$ cat src/hw/rtl/ifvc_pkg.sv
`default_nettype none
// ----------------------------------------------------------------------------
// ifvc_pkg
// Shared types and codes for the fragment verdict cache.
// ----------------------------------------------------------------------------
package ifvc_pkg;

  localparam logic [1:0] ACT_INSERT = 2'd0;
  localparam logic [1:0] ACT_LOOKUP = 2'd1;
  localparam logic [1:0] ACT_TICK   = 2'd2;
  localparam logic [1:0] ACT_NOP    = 2'd3;

  localparam logic [2:0] ST_INSERTED = 3'd0;
  localparam logic [2:0] ST_PRESENT  = 3'd1;
  localparam logic [2:0] ST_FULL     = 3'd2;
  localparam logic [2:0] ST_HIT      = 3'd3;
  localparam logic [2:0] ST_MISS     = 3'd4;
  localparam logic [2:0] ST_TICK     = 3'd5;

  localparam logic [0:0] REG_LIFETIME = 1'd0;
  localparam logic [0:0] REG_LOGMASK  = 1'd1;

  localparam logic [31:0] HASH_MUL      = 32'd127;
  localparam logic [7:0]  LIFETIME_RST  = 8'd120;

  typedef struct packed {
    logic [1:0]  action;
    logic [31:0] src_addr;
    logic [31:0] dst_addr;
    logic [15:0] ident;
    logic [7:0]  protocol;
    logic [7:0]  tos;
    logic [12:0] frag_offset;
    logic        more_fragments;
    logic [15:0] payload_len;
    logic [31:0] verdict;
  } req_t;

  typedef struct packed {
    logic [2:0]  status;
    logic [31:0] verdict_out;
    logic        last_seen;
  } rsp_t;

  // classified command handed from front to back
  typedef struct packed {
    logic [1:0]  action;
    logic [31:0] hash;
    logic [31:0] src_addr;
    logic [31:0] dst_addr;
    logic [31:0] ipt;
    logic [12:0] frag_offset;
    logic        more_fragments;
    logic [13:0] next_off;
    logic [31:0] verdict;
  } cmd_t;

  typedef struct packed {
    logic        valid;
    logic [31:0] src;
    logic [31:0] dst;
    logic [31:0] ipt;
    logic [31:0] verdict;
    logic [13:0] next_off;
    logic [7:0]  ttl;
  } entry_t;

  typedef enum logic [2:0] {
    BK_IDLE, BK_READ, BK_EVAL, BK_TREAD, BK_TEVAL, BK_OUT
  } bk_state_t;

endpackage
`default_nettype wire

$ cat src/hw/rtl/ifvc_if.sv
`default_nettype none
// ----------------------------------------------------------------------------
// ifvc_if
// Valid/ready channels: item, result and configuration write.
// ----------------------------------------------------------------------------
interface ifvc_req_if;
  logic           valid;
  logic           ready;
  ifvc_pkg::req_t data;
  modport source (output valid, output data, input ready);
  modport sink   (input valid, input data, output ready);
endinterface

`default_nettype wire

$ cat src/hw/rtl/ifvc_front.sv
`default_nettype none
// ----------------------------------------------------------------------------
// ifvc_front
// Accepts items, forms the key and hash and queues a command (depth 2).
// ----------------------------------------------------------------------------
module ifvc_front (
  input  wire logic           clk,
  input  wire logic           rst,
  ifvc_req_if.sink            req,
  output ifvc_pkg::cmd_t      cmd,
  output logic                cmd_valid,
  input  wire logic           cmd_ready
);
  import ifvc_pkg::*;

  cmd_t       q [2];
  logic       rd_ptr, wr_ptr;
  logic [1:0] count;
  cmd_t       c_new;
  logic [31:0] sum;
  logic       push, pop;

  assign sum = req.data.src_addr + req.data.dst_addr + {16'd0, req.data.ident}
             + {24'd0, req.data.protocol};

  always_comb begin
    c_new.action         = req.data.action;
    c_new.hash           = sum * HASH_MUL;
    c_new.src_addr       = req.data.src_addr;
    c_new.dst_addr       = req.data.dst_addr;
    c_new.ipt            = {req.data.ident, req.data.protocol, req.data.tos};
    c_new.frag_offset    = req.data.frag_offset;
    c_new.more_fragments = req.data.more_fragments;
    c_new.next_off       = {1'b0, req.data.frag_offset} + {1'b0, req.data.payload_len[15:3]};
    c_new.verdict        = req.data.verdict;
  end

  assign req.ready = (count != 2'd2);
  assign push      = req.valid && req.ready;
  assign cmd_valid = (count != 2'd0);
  assign pop       = cmd_valid && cmd_ready;
  assign cmd       = q[rd_ptr];

  always_ff @(posedge clk) begin
    if (push) q[wr_ptr] <= c_new;
  end

  always_ff @(posedge clk) begin
    if (rst) begin
      rd_ptr <= 1'b0;
      wr_ptr <= 1'b0;
      count  <= 2'd0;
    end else begin
      if (push) wr_ptr <= ~wr_ptr;
      if (pop)  rd_ptr <= ~rd_ptr;
      count <= count + {1'b0, push} - {1'b0, pop};
    end
  end
endmodule
`default_nettype wire

$ cat src/flat_wrapper.sv
// flat-port wrapper written by rule: the top's interface ports become plain ports
module ifvc_front_flat import ifvc_pkg::*;
  (clk, rst, cmd, cmd_valid, cmd_ready, req_valid, req_data, req_ready);
  ifvc_req_if req_i ();
  input  wire logic clk;
  input  wire logic rst;
  output ifvc_pkg::cmd_t cmd;
  output logic cmd_valid;
  input  wire logic cmd_ready;
  input wire logic [$bits(req_i.valid)-1:0] req_valid;
  input wire logic [$bits(req_i.data)-1:0] req_data;
  output wire logic [$bits(req_i.ready)-1:0] req_ready;
  assign req_i.valid = req_valid;
  assign req_i.data = req_data;
  assign req_ready = req_i.ready;
  ifvc_front u_core (.clk(clk), .rst(rst), .req(req_i), .cmd(cmd), .cmd_valid(cmd_valid), .cmd_ready(cmd_ready));
endmodule
$ cat config.mk
export PLATFORM = sky130hd
export DESIGN_NAME = ifvc_front_flat
export DESIGN_NICKNAME = d
export VERILOG_FILES = /design/src/hw/rtl/ifvc_pkg.sv /design/src/hw/rtl/ifvc_if.sv /design/src/hw/rtl/ifvc_front.sv /design/src/flat_wrapper.sv
export SDC_FILE = /design/constraint.sdc
export NUM_CORES = 1
export LEC_CHECK = 0
export BUFFER_PORTS_ARGS = -buffer_cell sky130_fd_sc_hd__buf_4
export CAP_MARGIN = 0
export CORE_UTILIZATION = 40
export DETAILED_ROUTE_END_ITERATION = 12
export GPL_TIMING_DRIVEN = 0
export RECOVER_POWER = 50
export SYNTH_ARGS = -nofsm -noshare
export SYNTH_HDL_FRONTEND = slang
export SYNTH_SLANG_ARGS = --single-unit
export TNS_END_PERCENT = 30
$ cat constraint.sdc
create_clock -name clk -period 25.7 [get_ports clk]
set_input_delay 1.285 -clock clk [delete_from_list [all_inputs] [get_ports clk]]
set_output_delay 1.285 -clock clk [all_outputs]
set_load 0.02 [all_outputs]
==> results.txt <==
----------------------------------------------------
[Clocking]
  Clock tree buffer depth ... 3
  Total of hold buffers inserted after clock tree synthesis ... 0
  Root buffer selected by CTS ... clkbuf_16
  Gates resized, CTS repair ... 0
  Clock tree sinks ... 385
  Number of buffers inserted by post-CTS setup repair ... 0
  Clock edge transition at the registers on the reported setup and hold paths ... 0.06 ns
  CTS H-tree depth ... 2
  Insertion delay to the later sink of the worst-skew pair ... 0.56 ns
  Clock tree from TritonCTS ... done
  Clock buffer count from CTS ... 43

[Layout]
  # nets final ... 2300
  Share of post-route cells with drive strength above 1 ... 0.261
  Highest-count cells in the layout ignoring fill and taps ... 380 x edfxtp_1, 222 x inv_1, 206 x buf_4, 190 x mux2_2, 160 x clkbuf_1
  Most common library cell in the layout ignoring fill and taps ... edfxtp_1
  Area overhead of the layout relative to synthesis ... 21.4%
  Fill cell total of the finished layout ... 4682

[Detailed routing]
  Number of nets with antenna violations after routing ... 0
  DRC violations left ... 0
  Vias ... 12785
  Wirelength, routed ... 48200 um
  Violation count after the first detailed-route iteration ... 550
  Detailed-route wire length per cell ... 18.5 um
  Drt pass-1 iters ... 4
  Via count normalized by instance count ... 4.90

[Logic synthesis]
  Commonest register cell after synthesis ... edfxtp_1
  Share of synthesized registers carrying an async set or reset ... 0
  Number of storage elements in the synthesis netlist ... 385
  Netlist area before placement ... 21300 um2
  Avg Synthesized Cell Area ... 14.4 um2
  Sequential area share after synthesis ... 0.541
  Unique masters post-synth ... 54
  Number of synthesized flops with an enable pin ... 380
  Number of cells produced by synthesis ... 1480
  Count of yosys warnings during synthesis ... 0
  Mapped Nets ... 1893

[GRT]
  First-pass GRT wire length ... 73600 um
  Number of antenna violations at the first check in global routing ... 3
  Total global routing overflow ... 0
  Via count of the first global-routing pass ... 13242
  Total global-route track usage ... 0.177
  Pin count of the biggest net entering global routing ... 63

[STA]
  Setup repair after global routing missed its margin ... false
  Shortest period the worst path allows ... 9.56 ns
  Ratio of final minimum period to clock period ... 0.372
  Final-report setup violation count ... 0
  Final hold vios ... 0
  Tightest Pin Transition ... 2.80 ns
  Maximum achievable frequency ... 105 MHz
  Worst slew slack as a fraction of its limit ... -0.870
  Number of max-slew violations in the final report ... 237
  Total negative setup slack ... 0 ns
  Fin Clk Skew ... 0.0208 ns

[Setup path]
  Crit-path most repeated cell ... fa_1
  Worst setup SP type ... input port
  Crit path largest cell delay ... 0.61 ns
  CP Class ... in -> reg
  Critical Path AT ... 9.85 ns
  Required time reported for the critical path endpoint ... 26.00 ns
  Critical path endpoint category ... flop
  Cell type of the slowest stage on the worst timing path ... fa_1
  Max FO, Critical Path ... 4

[Die]
  Core region area ... 52600 um2
  Area enclosed by the die boundary ... 54100 um2
  Starting Density ... 0.405
  DIE HEIGHT ... 233 um
  X dimension of the die ... 233 um
  Row cnt ... 84
  Boundary pin count ... 356

[Min path]
  Min-delay worst type ... reg -> reg

[Placement]
  Routability Congestion ... 0.822
  Number of port buffers ... 352
  Detailed placement HPWL ... 37600 um

[Job]
  Reported max-cap violation count ... 7

[Run status]
  Run status ... complete, but fails checks
  Violations in the final reports ... max-capacitance violations, max-slew violations

----------------------------------------------------
-- cells by family (layout without fill, tap and decap cells) --
kind of cell,Yosys count,count (layout),synth area share
xor+xnor,91,91,0.0388
simple gates,135,135,0.0308
fa+ha+maj,249,249,0.189
buf+inv,246,685,0.0434
mux,190,190,0.101
other cells,0,1,0
flops,385,385,0.541
compound gates,184,184,0.0562
-- worst paths after layout --
kind | from | endpoint | slack, ns | cells after the start
setup / recovery | req_data[71] | u_core.q[1][187] | 16.14 | 33
hold / removal | u_core.rd_ptr | u_core.rd_ptr | 0.53 | 2
setup reg to reg | u_core.count[0] | u_core.q[1][119] | 21.02 | 4
hold reg to reg | u_core.rd_ptr | u_core.rd_ptr | 0.53 | 2
-- registers in the layout, summed over array words and instances, names as in the netlist, named ones only --
| register | flops |
|---|---|
| u_core.count | 2 |
| u_core.wr_ptr | 1 |
| u_core.q | 380 |
| u_core.rd_ptr | 1 |
-- metal layers --
metal,vias up,share of wire,global-route usage
met5,-,0.00068,0
met4,4,0.015,0.0419
met3,52,0.051,0.0306
met2,265,0.52,0.315
met1,6410,0.42,0.223
li1,6054,-,-
-- layout make-up --
class	count	area [um2]	area share
Sequential cell	385	11500	0.446
Multi-Input combinational cell	849	8840	0.342
Timing Repair Buffer	362	2340	0.0907
Clock buffer	59	1140	0.0440
Tap cell	688	861	0.0333
Inverter	222	833	0.0323
Clock inverter	18	204	0.00790
Buffer	24	90.1	0.00349
Antenna cell	1	2.50	0.0000969
-- worst max-delay path, delay by kind of cell --
kind / cells / cell delay [ns]
AND/OR/NAND/NOR: 5 / 0.76
buffers and inverters: 6 / 0.52
AO/OA/AOI/OAI: 9 / 2.11
adder cells (fa/ha/maj): 9 / 4.07
XOR/XNOR: 4 / 1.11
-- stage by stage --
step / util / hold slack (ns) / area (um2) / cells / setup slack, ns
2_1_floorplan: - / 0.481 / 21300 / 1480 / 15.70
3_3_place_gp: 0.472 / 0.499 / 24800 / 2520 / 10.15
3_5_place_dp: 0.476 / 0.511 / 25000 / 2530 / 15.53
4_1_cts: 0.502 / 0.531 / 26400 / 2607 / 16.10
5_1_grt: 0.491 / 0.567 / 25800 / 2608 / 15.39
6_report: 0.491 / 0.527 / 25800 / 2608 / 16.14
-- cell usage after synthesis (all sizes together), types with 3 or more instances --
cell,n,share of area
inv,222,0.039
ha,128,0.075
xnor2,63,0.026
dfxtp,5,0.0047
a21boi,3,0.0011
a21oi,67,0.016
fa,121,0.11
a21o,35,0.012
o211ai,4,0.0014
clkbuf,24,0.0042
nand4,5,0.0015
mux2,190,0.10
nor2,36,0.0064
nand2,37,0.0066
and2,6,0.0018
edfxtp,380,0.54
or2,3,0.00088
nor3,7,0.0016
and3,4,0.0012
nand2b,9,0.0026
a211oi,5,0.0018
nand3,10,0.0026
o21ai,38,0.0091
o21a,6,0.0021
o21bai,9,0.0032
xor2,27,0.011
nor2b,11,0.0032
a221oi,4,0.0025
Power is left out: the tool's default activity adds up to more than one toggle a clock period on the data nets, which glitch-free logic cannot reach.
